File: config.mk
export PLATFORM = sky130hd
export DESIGN_NAME = stepper_move_by_angle_controller
export DESIGN_NICKNAME = d
export VERILOG_FILES = /design/src/hdl/smbac_pkg.sv /design/src/hdl/smbac_divider.sv /design/src/hdl/smbac_step_engine.sv /design/src/hdl/smbac_mode_fsm.sv /design/src/hdl/stepper_move_by_angle_controller.sv
export SDC_FILE = /design/constraint.sdc
export NUM_CORES = 1
export LEC_CHECK = 0
export ABC_AREA = 1
export ABC_CLOCK_PERIOD_IN_PS = 2430
export BUFFER_PORTS_ARGS = -buffer_cell sky130_fd_sc_hd__buf_2
export CELL_PAD_IN_SITES_DETAIL_PLACEMENT = 0
export CELL_PAD_IN_SITES_GLOBAL_PLACEMENT = 1
export CORE_MARGIN = 3
export CORE_UTILIZATION = 40
export CTS_BUF_LIST = sky130_fd_sc_hd__clkbuf_8 sky130_fd_sc_hd__clkbuf_16
export DETAILED_ROUTE_END_ITERATION = 6
export PLACE_DENSITY_LB_ADDON = 0.1
export SLEW_MARGIN = 20
export SYNTH_ARGS = -nofsm -noshare
export SYNTH_HDL_FRONTEND = slang
export SYNTH_SLANG_ARGS = --single-unit
File: constraint.sdc
create_clock -name clk -period 2.43 [get_ports clk]
set_clock_uncertainty 0.05 [all_clocks]
set_input_delay 0.3645 -clock clk [delete_from_list [all_inputs] [get_ports clk]]
set_output_delay 0.3645 -clock clk [all_outputs]
set_load 0.01 [all_outputs]
File: src/hdl/smbac_pkg.sv
// ----------------------------------------------------------------------------
// smbac_pkg
// Types, codes and constants shared by the move-by-angle stepper controller.
// ----------------------------------------------------------------------------
`timescale 1ns / 1ps

package smbac_pkg;

    // Field and register widths.
    localparam int BUTTONS_W     = 6;
    localparam int COIL_W        = 4;
    localparam int REMAIN_W      = 16;
    localparam int LOAD_W        = 16;
    localparam int STEP_PERIOD_W = 8;
    localparam int POLL_PERIOD_W = 10;
    localparam int QUARTER_W     = 14;
    localparam int CFG_INDEX_W   = 2;
    localparam int CFG_DATA_W    = 14;

    // Phase sequencer.
    localparam int PHASES  = 8;
    localparam int PHASE_W = 3;

    // Mode machine codes.
    localparam int MODE_W = 2;
    localparam logic [MODE_W-1:0] MODE_WAIT   = 2'd0;
    localparam logic [MODE_W-1:0] MODE_ROTATE = 2'd1;
    localparam logic [MODE_W-1:0] MODE_REST   = 2'd2;

    // Direction codes.
    localparam int DIR_W = 2;
    localparam logic [DIR_W-1:0] DIR_STOP = 2'd0;
    localparam logic [DIR_W-1:0] DIR_CW   = 2'd1;
    localparam logic [DIR_W-1:0] DIR_CCW  = 2'd2;

    // Angle choice codes.
    localparam int ANGLE_W = 2;
    localparam logic [ANGLE_W-1:0] ANGLE_NONE = 2'd0;
    localparam logic [ANGLE_W-1:0] ANGLE_90   = 2'd1;
    localparam logic [ANGLE_W-1:0] ANGLE_180  = 2'd2;
    localparam logic [ANGLE_W-1:0] ANGLE_360  = 2'd3;

    // Button groups.
    localparam logic [BUTTONS_W-1:0] BTN_CW_MASK  = 6'h07;
    localparam logic [BUTTONS_W-1:0] BTN_CCW_MASK = 6'h38;
    localparam logic [BUTTONS_W-1:0] BTN_90_MASK  = 6'h09;
    localparam logic [BUTTONS_W-1:0] BTN_180_MASK = 6'h12;
    localparam logic [BUTTONS_W-1:0] BTN_360_MASK = 6'h24;

    // Configuration register indexes.
    localparam logic [CFG_INDEX_W-1:0] REG_STEP_PERIOD  = 2'd0;
    localparam logic [CFG_INDEX_W-1:0] REG_POLL_PERIOD  = 2'd1;
    localparam logic [CFG_INDEX_W-1:0] REG_QUARTER_TURN = 2'd2;

    // Configuration reset values.
    localparam logic [STEP_PERIOD_W-1:0] STEP_PERIOD_RST = 8'd3;
    localparam logic [POLL_PERIOD_W-1:0] POLL_PERIOD_RST = 10'd100;
    localparam logic [QUARTER_W-1:0]     QUARTER_RST     = 14'd1024;

    // Control state carried between the mode machine and the top level.
    typedef struct packed {
        logic [MODE_W-1:0]  mode;
        logic [DIR_W-1:0]   direction;
        logic [ANGLE_W-1:0] angle;
    } ctrl_state_t;

    // Outcome of one phase step.
    typedef struct packed {
        logic [PHASE_W-1:0] phase;
        logic [COIL_W-1:0]  coil;
        logic               stepped;
    } step_result_t;

    // Half-step coil pattern for each phase index.
    function automatic logic [COIL_W-1:0] half_step_pattern(input logic [PHASE_W-1:0] idx);
        logic [COIL_W-1:0] pat;
        case (idx)
            3'd0:    pat = 4'h1;
            3'd1:    pat = 4'h3;
            3'd2:    pat = 4'h2;
            3'd3:    pat = 4'h6;
            3'd4:    pat = 4'h4;
            3'd5:    pat = 4'hC;
            3'd6:    pat = 4'h8;
            default: pat = 4'h9;
        endcase
        return pat;
    endfunction

endpackage

File: src/hdl/smbac_divider.sv
// ----------------------------------------------------------------------------
// smbac_divider
// Tick divider: fires when the count is zero and wraps at the period.
// ----------------------------------------------------------------------------
`timescale 1ns / 1ps

module smbac_divider #(
    parameter int WIDTH = 8
) (
    input  logic [WIDTH-1:0] count,
    input  logic [WIDTH-1:0] period,
    output logic [WIDTH-1:0] count_next,
    output logic             fire
);

    logic [WIDTH-1:0] eff_period;
    logic [WIDTH:0]   count_inc;

    // A period of zero behaves as a period of one.
    always_comb
    begin
        eff_period = (period == '0) ? WIDTH'(1) : period;
        count_inc  = {1'b0, count} + (WIDTH + 1)'(1);
        fire       = (count == '0);
        if (count_inc >= {1'b0, eff_period})
        begin
            count_next = '0;
        end
        else
        begin
            count_next = count_inc[WIDTH-1:0];
        end
    end

endmodule

File: src/hdl/smbac_step_engine.sv
// ----------------------------------------------------------------------------
// smbac_step_engine
// Half-step phase engine: picks the pattern and moves the phase index.
// ----------------------------------------------------------------------------
`timescale 1ns / 1ps

module smbac_step_engine (
    input  logic                                fire,
    input  logic [smbac_pkg::DIR_W-1:0]         direction,
    input  logic [smbac_pkg::PHASE_W-1:0]       phase,
    input  logic [smbac_pkg::COIL_W-1:0]        coil,
    output smbac_pkg::step_result_t             result
);

    logic [smbac_pkg::COIL_W-1:0] pattern;

    always_comb
    begin
        pattern        = smbac_pkg::half_step_pattern(phase);
        result.phase   = phase;
        result.coil    = coil;
        result.stepped = 1'b0;
        if (fire)
        begin
            // Direction code three behaves as stopped.
            unique case (direction)
                smbac_pkg::DIR_CW:
                begin
                    result.phase   = phase + smbac_pkg::PHASE_W'(1);
                    result.coil    = pattern;
                    result.stepped = 1'b1;
                end
                smbac_pkg::DIR_CCW:
                begin
                    result.phase   = phase - smbac_pkg::PHASE_W'(1);
                    result.coil    = pattern;
                    result.stepped = 1'b1;
                end
                default:
                begin
                    result.phase = '0;
                end
            endcase
        end
    end

endmodule

File: src/hdl/smbac_mode_fsm.sv
// ----------------------------------------------------------------------------
// smbac_mode_fsm
// Wait, rotate and rest machine that reads the buttons on each poll.
// ----------------------------------------------------------------------------
`timescale 1ns / 1ps

module smbac_mode_fsm #(
    parameter int COUNT_WIDTH = 16
) (
    input  logic                                fire,
    input  logic [smbac_pkg::BUTTONS_W-1:0]     buttons,
    input  logic [smbac_pkg::QUARTER_W-1:0]     quarter_turn_steps,
    input  smbac_pkg::ctrl_state_t              state_cur,
    input  logic [COUNT_WIDTH-1:0]              count_cur,
    output smbac_pkg::ctrl_state_t              state_new,
    output logic [COUNT_WIDTH-1:0]              count_new
);

    localparam int WIDE = (COUNT_WIDTH > smbac_pkg::LOAD_W) ? COUNT_WIDTH : smbac_pkg::LOAD_W;
    localparam logic [WIDE-1:0] COUNT_MAX = WIDE'({COUNT_WIDTH{1'b1}});

    logic                                cw_pressed;
    logic                                ccw_pressed;
    logic                                any_pressed;
    logic [smbac_pkg::ANGLE_W-1:0]       angle_sel;
    logic [smbac_pkg::LOAD_W-1:0]        quarter_ext;
    logic [smbac_pkg::LOAD_W-1:0]        load_steps;
    logic [WIDE-1:0]                     load_wide;
    logic [WIDE-1:0]                     load_sat;

    // Button decode: clockwise wins, and the smaller angle wins.
    always_comb
    begin
        cw_pressed  = (buttons & smbac_pkg::BTN_CW_MASK) != '0;
        ccw_pressed = (buttons & smbac_pkg::BTN_CCW_MASK) != '0;
        any_pressed = cw_pressed || ccw_pressed;
        if ((buttons & smbac_pkg::BTN_90_MASK) != '0)
        begin
            angle_sel = smbac_pkg::ANGLE_90;
        end
        else if ((buttons & smbac_pkg::BTN_180_MASK) != '0)
        begin
            angle_sel = smbac_pkg::ANGLE_180;
        end
        else if ((buttons & smbac_pkg::BTN_360_MASK) != '0)
        begin
            angle_sel = smbac_pkg::ANGLE_360;
        end
        else
        begin
            angle_sel = state_cur.angle;
        end
    end

    // Step count for the chosen angle, saturated to the counter width.
    always_comb
    begin
        quarter_ext = smbac_pkg::LOAD_W'(quarter_turn_steps);
        case (angle_sel)
            smbac_pkg::ANGLE_90:  load_steps = quarter_ext;
            smbac_pkg::ANGLE_180: load_steps = quarter_ext << 1;
            smbac_pkg::ANGLE_360: load_steps = quarter_ext << 2;
            default:              load_steps = '0;
        endcase
        load_wide = WIDE'(load_steps);
        load_sat  = (load_wide > COUNT_MAX) ? COUNT_MAX : load_wide;
    end

    // Mode transitions, taken only on a poll tick.
    always_comb
    begin
        state_new = state_cur;
        count_new = count_cur;
        if (fire)
        begin
            unique case (state_cur.mode)
                smbac_pkg::MODE_WAIT:
                begin
                    state_new.direction = cw_pressed  ? smbac_pkg::DIR_CW  :
                                          ccw_pressed ? smbac_pkg::DIR_CCW :
                                                        smbac_pkg::DIR_STOP;
                    state_new.angle     = angle_sel;
                    count_new           = load_sat[COUNT_WIDTH-1:0];
                    if (any_pressed)
                    begin
                        state_new.mode = smbac_pkg::MODE_ROTATE;
                    end
                end
                smbac_pkg::MODE_ROTATE:
                begin
                    if (count_cur == '0)
                    begin
                        state_new.mode = smbac_pkg::MODE_REST;
                    end
                end
                smbac_pkg::MODE_REST:
                begin
                    state_new.direction = smbac_pkg::DIR_STOP;
                    if (!any_pressed)
                    begin
                        state_new.mode = smbac_pkg::MODE_WAIT;
                    end
                end
                default:
                begin
                    state_new = state_cur;
                end
            endcase
        end
    end

endmodule

File: src/hdl/stepper_move_by_angle_controller.sv
// ----------------------------------------------------------------------------
// stepper_move_by_angle_controller
// Half-step stepper sequencer with a move-by-angle button front end.
// ----------------------------------------------------------------------------
// Usage:
// Each input transaction (in_valid high, in_stall low) is one scheduler tick
// carrying the six button lines. Every tick produces exactly one output
// transaction with the coil pattern, the remaining step count, the mode and
// the stepped flag, presented on out_valid until accepted with out_stall low.
// The result of a tick is shown in the cycle after it is accepted. Throughput
// is one tick per cycle while the receiver does not stall; the whole tick
// (two dividers, the phase engine and the mode machine) is evaluated in one
// pass between the state registers and the result register.
// When the receiver stalls with a result waiting, in_stall rises and no tick
// is taken until the result leaves; a tick is taken in the same cycle as the
// waiting result is accepted.
// The configuration channel (cfg_valid, cfg_ready, cfg_index, cfg_data) is
// always ready and should be written only while the block is idle.
// Reset clears the mode machine, counters and coils, and loads the default
// periods (3 and 100 ticks) and a quarter turn of 1024 steps.
// ----------------------------------------------------------------------------
`timescale 1ns / 1ps

module stepper_move_by_angle_controller #(
    parameter int COUNT_WIDTH = 16
) (
    input  logic                                    clk,
    input  logic                                    rst_n,
    // Tick input channel.
    input  logic                                    in_valid,
    output logic                                    in_stall,
    input  logic [smbac_pkg::BUTTONS_W-1:0]         buttons,
    // Result channel.
    output logic                                    out_valid,
    input  logic                                    out_stall,
    output logic [smbac_pkg::COIL_W-1:0]            coil_pattern,
    output logic [smbac_pkg::REMAIN_W-1:0]          remaining_steps,
    output logic [smbac_pkg::MODE_W-1:0]            mode,
    output logic                                    stepped,
    // Configuration write channel.
    input  logic                                    cfg_valid,
    output logic                                    cfg_ready,
    input  logic [smbac_pkg::CFG_INDEX_W-1:0]       cfg_index,
    input  logic [smbac_pkg::CFG_DATA_W-1:0]        cfg_data
);

    localparam int WIDE = (COUNT_WIDTH > smbac_pkg::REMAIN_W) ? COUNT_WIDTH : smbac_pkg::REMAIN_W;

    // Configuration registers.
    logic [smbac_pkg::STEP_PERIOD_W-1:0]    step_period_reg;
    logic [smbac_pkg::POLL_PERIOD_W-1:0]    poll_period_reg;
    logic [smbac_pkg::QUARTER_W-1:0]        quarter_turn_reg;

    // Tick state.
    smbac_pkg::ctrl_state_t                 ctrl_reg;
    smbac_pkg::ctrl_state_t                 ctrl_next;
    logic [smbac_pkg::PHASE_W-1:0]          phase_reg;
    logic [smbac_pkg::COIL_W-1:0]           coil_reg;
    logic [COUNT_WIDTH-1:0]                 count_reg;
    logic [COUNT_WIDTH-1:0]                 count_next;
    logic [smbac_pkg::STEP_PERIOD_W-1:0]    step_div_reg;
    logic [smbac_pkg::STEP_PERIOD_W-1:0]    step_div_next;
    logic [smbac_pkg::POLL_PERIOD_W-1:0]    poll_div_reg;
    logic [smbac_pkg::POLL_PERIOD_W-1:0]    poll_div_next;

    // Result register.
    logic                                   out_valid_reg;
    logic [smbac_pkg::COIL_W-1:0]           coil_out_reg;
    logic [smbac_pkg::REMAIN_W-1:0]         remain_out_reg;
    logic [smbac_pkg::MODE_W-1:0]           mode_out_reg;
    logic                                   stepped_out_reg;

    logic                                   in_accept;
    logic                                   out_accept;
    logic                                   step_fire;
    logic                                   poll_fire;
    smbac_pkg::step_result_t                step_res;
    logic [COUNT_WIDTH-1:0]                 count_after_step;
    logic [WIDE-1:0]                        count_wide;

    // Handshakes: a tick is taken whenever the result register is free or leaving.
    assign out_accept = out_valid_reg && !out_stall;
    assign in_stall   = out_valid_reg && out_stall;
    assign in_accept  = in_valid && !in_stall;
    assign cfg_ready  = 1'b1;

    // Tick dividers for the phase engine and the button poll.
    smbac_divider #(
        .WIDTH (smbac_pkg::STEP_PERIOD_W)
    ) u_step_div (
        .count      (step_div_reg),
        .period     (step_period_reg),
        .count_next (step_div_next),
        .fire       (step_fire)
    );

    smbac_divider #(
        .WIDTH (smbac_pkg::POLL_PERIOD_W)
    ) u_poll_div (
        .count      (poll_div_reg),
        .period     (poll_period_reg),
        .count_next (poll_div_next),
        .fire       (poll_fire)
    );

    // Phase step runs first, on the direction held before the poll.
    smbac_step_engine u_step (
        .fire      (step_fire),
        .direction (ctrl_reg.direction),
        .phase     (phase_reg),
        .coil      (coil_reg),
        .result    (step_res)
    );

    // The step count only counts down while above zero.
    assign count_after_step = (step_res.stepped && (count_reg != '0)) ?
                              count_reg - COUNT_WIDTH'(1) : count_reg;

    // The poll sees the count left by the step of the same tick.
    smbac_mode_fsm #(
        .COUNT_WIDTH (COUNT_WIDTH)
    ) u_mode (
        .fire               (poll_fire),
        .buttons            (buttons),
        .quarter_turn_steps (quarter_turn_reg),
        .state_cur          (ctrl_reg),
        .count_cur          (count_after_step),
        .state_new          (ctrl_next),
        .count_new          (count_next)
    );

    // Low sixteen bits of the counter for the result.
    assign count_wide = WIDE'(count_next);

    // Configuration writes.
    always_ff @(posedge clk or negedge rst_n)
    begin
        if (!rst_n)
        begin
            step_period_reg  <= smbac_pkg::STEP_PERIOD_RST;
            poll_period_reg  <= smbac_pkg::POLL_PERIOD_RST;
            quarter_turn_reg <= smbac_pkg::QUARTER_RST;
        end
        else if (cfg_valid && cfg_ready)
        begin
            unique case (cfg_index)
                smbac_pkg::REG_STEP_PERIOD:
                    step_period_reg <= cfg_data[smbac_pkg::STEP_PERIOD_W-1:0];
                smbac_pkg::REG_POLL_PERIOD:
                    poll_period_reg <= cfg_data[smbac_pkg::POLL_PERIOD_W-1:0];
                smbac_pkg::REG_QUARTER_TURN:
                    quarter_turn_reg <= cfg_data[smbac_pkg::QUARTER_W-1:0];
                default:
                begin
                    step_period_reg <= step_period_reg;
                end
            endcase
        end
    end

    // Tick state update on each accepted transaction.
    always_ff @(posedge clk or negedge rst_n)
    begin
        if (!rst_n)
        begin
            ctrl_reg.mode      <= smbac_pkg::MODE_WAIT;
            ctrl_reg.direction <= smbac_pkg::DIR_STOP;
            ctrl_reg.angle     <= smbac_pkg::ANGLE_NONE;
            phase_reg          <= '0;
            coil_reg           <= '0;
            count_reg          <= '0;
            step_div_reg       <= '0;
            poll_div_reg       <= '0;
        end
        else if (in_accept)
        begin
            ctrl_reg     <= ctrl_next;
            phase_reg    <= step_res.phase;
            coil_reg     <= step_res.coil;
            count_reg    <= count_next;
            step_div_reg <= step_div_next;
            poll_div_reg <= poll_div_next;
        end
    end

    // Result valid flag.
    always_ff @(posedge clk or negedge rst_n)
    begin
        if (!rst_n)
        begin
            out_valid_reg <= 1'b0;
        end
        else if (in_accept)
        begin
            out_valid_reg <= 1'b1;
        end
        else if (out_accept)
        begin
            out_valid_reg <= 1'b0;
        end
    end

    // Result payload, loaded with each tick.
    always_ff @(posedge clk)
    begin
        if (in_accept)
        begin
            coil_out_reg    <= step_res.coil;
            remain_out_reg  <= count_wide[smbac_pkg::REMAIN_W-1:0];
            mode_out_reg    <= ctrl_next.mode;
            stepped_out_reg <= step_res.stepped;
        end
    end

    assign out_valid       = out_valid_reg;
    assign coil_pattern    = coil_out_reg;
    assign remaining_steps = remain_out_reg;
    assign mode            = mode_out_reg;
    assign stepped         = stepped_out_reg;

endmodule

# [Word level (Yosys, flattened, before mapping)]
# Cells that the tools add are included.
[totals] regBits=103 in_bits=27 output_inout_bits=26 word_cells=96
[classes] addsub=5 magnitude_cmp=3 n_eq_ne=15 mux=27 n_reduce_logical=30
[ops] operator="$mux 16" count=4
[ops] operator="$pmux 16 s3" count=1
[ops] operator="$reduce_bool 6->1" count=5
[ops] operator="$pmux 4 s7" count=1
[ops] operator="$logic_not 10->1" count=2
[ops] operator="$mux 10" count=2
[ops] operator="$mux 2" count=9
[ops] operator="$gt 16x16->1 const B" count=1
[ops] operator="$logic_not 16->1" count=1
[ops] operator="$logic_not 8->1" count=2
[ops] operator="$mux 8" count=2
[ops] operator="$reduce_bool 16->1" count=1
[ops] operator="$sub 16x1->16 const B" count=1
[ops] operator="$add 10x1->11 const B" count=1
[ops] operator="$ge 11x10->1" count=1
[ops] operator="$eq 2x2->1 const B" count=5
[ops] operator="$mux 5" count=2
[ops] operator="$add 8x1->9 const B" count=1
[ops] operator="$eq 3x3->1 const B" count=3
[ops] operator="$ge 9x8->1" count=1
[ops] operator="$eq 2x1->1 const B" count=4
[ops] operator="$reduce_and 2->1" count=4
[ops] operator="$eq 3x2->1 const B" count=2
[ops] operator="$mux 6" count=1
[ops] operator="15 further kinds" count=23

# [Longest topological paths before layout]
[logic_depth] word_depth=10 depth_mapped=18 mapped_depth_nobuf=17

# [Modules after synthesis]
# A second synthesis with hierarchy kept.
[unflattened] cells_unflattened=889 area_unflattened_um2=6550.0
[modules_own_cells] mod="stepper_move_by_angle_controller" instances=1 cells_per_inst=478 area_per_inst_um2=4304.1 seq_area_each_um2=2700.1
[modules_own_cells] mod="smbac_mode_fsm" instances=1 cells_per_inst=159 area_per_inst_um2=838.3 seq_area_each_um2=0.0
[modules_own_cells] mod="smbac_divider at u_poll_div" instances=1 cells_per_inst=115 area_per_inst_um2=643.1 seq_area_each_um2=0.0
[modules_own_cells] mod="smbac_divider at u_step_div" instances=1 cells_per_inst=84 area_per_inst_um2=474.2 seq_area_each_um2=0.0
[modules_own_cells] mod="smbac_step_engine" instances=1 cells_per_inst=53 area_per_inst_um2=290.3 seq_area_each_um2=0.0

# [Least setup slack after synthesis]
# Ideal clock, no wire load.
[synth_path] kind="register to register" startpoint="register poll_div_reg[0] (netlist bit)" endpoint="register poll_div_reg[0] (netlist bit)" setup_time_ns=0.086 arrival_ns=2.236 setup_slack_ns=0.058 path_stages_with_launch=13 path_buffers=0 period_less_slack_ns=2.372 cell_sequence="dfrtp_1 -> inv_1 -> nor3_1 -> nand4_1 -> nor2_1 -> nand3_1 -> xor2_1 -> ha_1 -> inv_1 -> o211ai_1 -> nor2_1 -> nand3_1 -> o21ai_0"
[synth_between] elab_chain_len=3
[synth_lines] item="start: declaration" line_no="stepper_move_by_angle_controller.sv:63" text="logic [smbac_pkg::POLL_PERIOD_W-1:0] poll_div_reg;"
[synth_lines] item="start signal: assignment" line_no="stepper_move_by_angle_controller.sv:182" text="poll_div_reg <= poll_div_next;"
[synth_lines] item="$add 10x1->11 (*)" line_no="smbac_divider.sv:23" text="count_inc = {1'b0, count} + (WIDTH + 1)'(1);"
[synth_lines] item="$ge 11x10->1" line_no="smbac_divider.sv:25" text="if (count_inc >= {1'b0, eff_period})"
[synth_lines] item="$mux 10 (*)" line_no="smbac_divider.sv:25"
# Every way passes the cells marked *; elsewhere a longest branch is shown, timed or not.
# A chain may end at the register's enable or synchronous reset.

# [Worst setup path in the final report]
[layout_path] startpoint="register poll_div_reg[0] (netlist bit)" endpoint="register poll_div_reg[5] (netlist bit)"
# Same word-level chain as after synthesis.

==> results by group <==
Critical path
  – Critical Path Source: poll_div_reg[0]
  – Worst reg2reg startpoint: poll_div_reg[0]
  – Cells along the critical path: ha_2, nand2_2, inv_2, nand4_1, nor2_2, nand2_1, xor2_1, inv_2, ha_4, a21oi_2, o211ai_1, nor2_1, nand3_2, buf_6, o22ai_2
  – Arrival time worst endpoint: 2.69 ns
  – Reg2reg setup slack: -0.03 ns
  – Crit path capture: poll_div_reg[5]
  – Worst-path cell with the longest stage delay: dfrtp_1
  – Crit path capture type: flip-flop
  – Largest stage delay on the critical path: 0.38 ns
  – CP startpoint kind: flip-flop
  – CP max FO: 7
  – Worst Reg2Reg Path Length in Cells: 15
  – Reg-to-Reg End: poll_div_reg[5]
  – Critical path's top delay family: simple AND/OR/NAND/NOR gates
  – Most frequent CP cell: inv_2
  – Worst EP required: about 2.7 ns
  – Worst path depth: 15
  – Crit Path Category: reg -> reg
  – WP buf/inv: 3

Clock network
  – Clock tree buffer depth: 2
  – H-Tree Depth: 3
  – CTS buffer count: 9
  – CTS Sinks: between 100 and 150
  – Root Buffer: clkbuf_16
  – CTS tree: yes
  – Reg clk slew, reported paths: roughly 0.070 ns
  – Clk Latency, worst-skew pair: 0.36 ns

Drt
  – WL/cell: between 15 and 20 um
  – ANT nets after route: 0
  – 1st-iter DRT viols: 327
  – WL final: about 17000 um
  – DRC errors left: 0
  – Via count: roughly 5600
  – Via/cell ratio: a little over 5
  – DRT Pass-1 Iters: 4

Flow run
  – Maxcap violations: 0

Timing
  – Max-Slew Margin vs Limit: about half
  – Slew @ Worst Pin: ~0.74 ns
  – Period utilisation layout: 101%
  – Peak Freq: about 0.41 GHz
  – Max Slew Vio Count: 0
  – Final setup vio count: 4
  – RSZ-0062 raised after global routing: true
  – Period minus WS final: 2.46 ns
  – Final hold violations: 0
  – Setup WS post-layout: -0.0333 ns
  – Min Hold Slack: 0.175 ns

Floorplan
  – Top Ports: 53
  – Initial core utilization: 41.6%
  – Core area: between 0.01 and 0.015 mm2
  – DIE WIDTH: 130 um
  – Die height: 130 um
  – Std-Cell Rows: between 40 and 50
  – Die area: between 0.015 and 0.02 mm2

Final layout
  – Layout Area Growth over Synthesis: 27.3%
  – Fin nets: between 900 and 1000
  – Antenna Cells: 0
  – FF/Latch Area: ~0.0027 mm2
  – Most frequent cells in the layout: nand2_1 (212), inv_1 (95), dfrtp_1 (74)
  – Most common cell after layout, fill and taps aside: nand2_1
  – Area occupied by multi-input gates: between 0.003 and 0.004 mm2
  – Final std cells w/o fill: about 1100
  – Filler cells: around 1400
  – Share of layout cells above drive strength 1: between 20% and 30%

Place
  – Number of port buffers: 51
  – DP HPWL: about 12000 um
  – Cells after DPL: approximately 1100
  – RePlAce Congestion: 0.853

Worst hold path
  – Hold_sp: out_stall
  – Hold path cells: 3
  – Hold WC Path Type: in -> reg

Power
  – Leakage: between 3 and 4 nW
  – Pwr/cell area: ~1300 mW/mm2
  – VDD IR max: ~0.59 mV

Status
  – Failing checks: negative setup slack
  – Outcome: complete, but fails checks

Synth
  – Mapped Area: between 0.006 and 0.007 mm2
  – Syn nets: between 800 and 900
  – Register area share after synthesis: about 44%
  – Number of synthesis warnings: 0
  – Synth Register Bits: ~100
  – Syn_area_per_cell: roughly 7.8 um2
  – Distinct cells, synth: 40
  – Post-Syn Instances: 790

Global routing
  – GR Overflow Total: 0
  – Initial antenna violation count: 0
  – Vias in the first global route: between 5000 and 6000
  – Pin count of the biggest net entering global routing: between 90 and 100
  – First-pass GRT wire length: about 27000 um
  – Total track usage: about 20%
worst min-delay path, stage by stage:
cell     delay [ns]
buf_2          0.07
nand2_1        0.05
nand2_1        0.06
routing by layer:
| layer | GRT usage, % | wire length (um) |
|---|---|---|
| met5 | 0 | 0 |
| met2 | 33.6 | 8170 |
| met4 | 7.70 | 418 |
| met1 | 26.8 | 7640 |
| met3 | 3.23 | 495 |
cell type report:
type                            count  share of cell area (%)
Multi-Input combinational cell    557                    42.2
Inverter                          112                    5.36
Clock inverter                      5                   0.894
Clock buffer                       11                    3.23
Timing Repair Buffer              123                    10.9
Tap cell                          184                    2.94
Sequential cell                   103                    34.5
cells by family after synthesis:
group           Yosys count  synth area share [%]
flops                   103                  43.9
simple gates            359                  24.7
other cells               1                0.0609
xor+xnor                 16                  2.28
fa+ha+maj                32                  6.51
buf+inv                 130                  8.40
compound gates          149                  14.2
metrics by stage:
stage               utilization [%]  power [mW]  area (um2)  setup TNS, ns  setup WS (ns)
global placement               47.3        7.84        7010        -0.0588        -0.0292
floorplan                         -        6.01        6150              0         0.0580
CTS                            50.3        9.63        7450              0     0.00000444
global route                   52.9        11.0        7840          -3.17         -0.176
detailed placement             47.3        7.91        7010          -1.18         -0.115
finish                         52.9        10.1        7840        -0.0788        -0.0333
worst min-delay path by stage:
stage,end,slack [ns]
detailed placement,coil_reg[1],0.30
global route,out_valid,0.18
global placement,coil_reg[1],0.30
CTS,out_valid,0.17
floorplan,coil_reg[0],0.02
finish,out_valid,0.17
where the power goes:
group	internal (mW)	leakage (nW)	switching, mW	total (mW)
registers	2.41	1.24	0.429	2.84
logic	2.39	2.42	3.35	5.75
clock network	0.876	0.160	0.692	1.57
repair_timing:
action,in CTS,in global routing
endpoints found under the hold margin,27,0
buffers inserted,6,10
hold buffers,1,0
pin swaps,5,35
endpoints found under the setup margin,18,39
resized for setup,14,72
cells in the mapped netlist:
cell | instances | area share (%)
nor2_1 | 60 | 3.7
nor3_1 | 9 | 0.73
nand4_1 | 10 | 1.0
inv_1 | 102 | 6.2
o31ai_1 | 1 | 0.12
buf_6 | 3 | 0.55
nor2_4 | 4 | 0.73
o21ai_1 | 4 | 0.33
dfstp_2 | 6 | 2.6
o211ai_1 | 2 | 0.24
nand2_1 | 224 | 14
clkbuf_1 | 12 | 0.73
nand3_1 | 30 | 2.4
ha_1 | 32 | 6.5
inv_2 | 9 | 0.55
nor4_1 | 5 | 0.51
o22ai_1 | 31 | 3.2
or2_1 | 1 | 0.10
xor2_1 | 16 | 2.3
o21a_1 | 3 | 0.37
a221oi_1 | 1 | 0.14
conb_1 | 1 | 0.061
buf_4 | 1 | 0.12
nand2_2 | 6 | 0.61
o221ai_1 | 1 | 0.14
o21ai_2 | 13 | 1.8
nand3b_1 | 1 | 0.12
nor2_2 | 6 | 0.61
a31o_2 | 1 | 0.14
edfxtp_1 | 23 | 11
a41o_1 | 1 | 0.16
o311a_1 | 1 | 0.16
o21ai_0 | 65 | 5.3
nor3_2 | 2 | 0.33
nor3b_2 | 1 | 0.20
clkinv_1 | 1 | 0.061
a21oi_1 | 24 | 2.0
buf_2 | 2 | 0.16
dfrtp_1 | 74 | 30
a211oi_1 | 1 | 0.12
(Power assumes the default switching activity.)
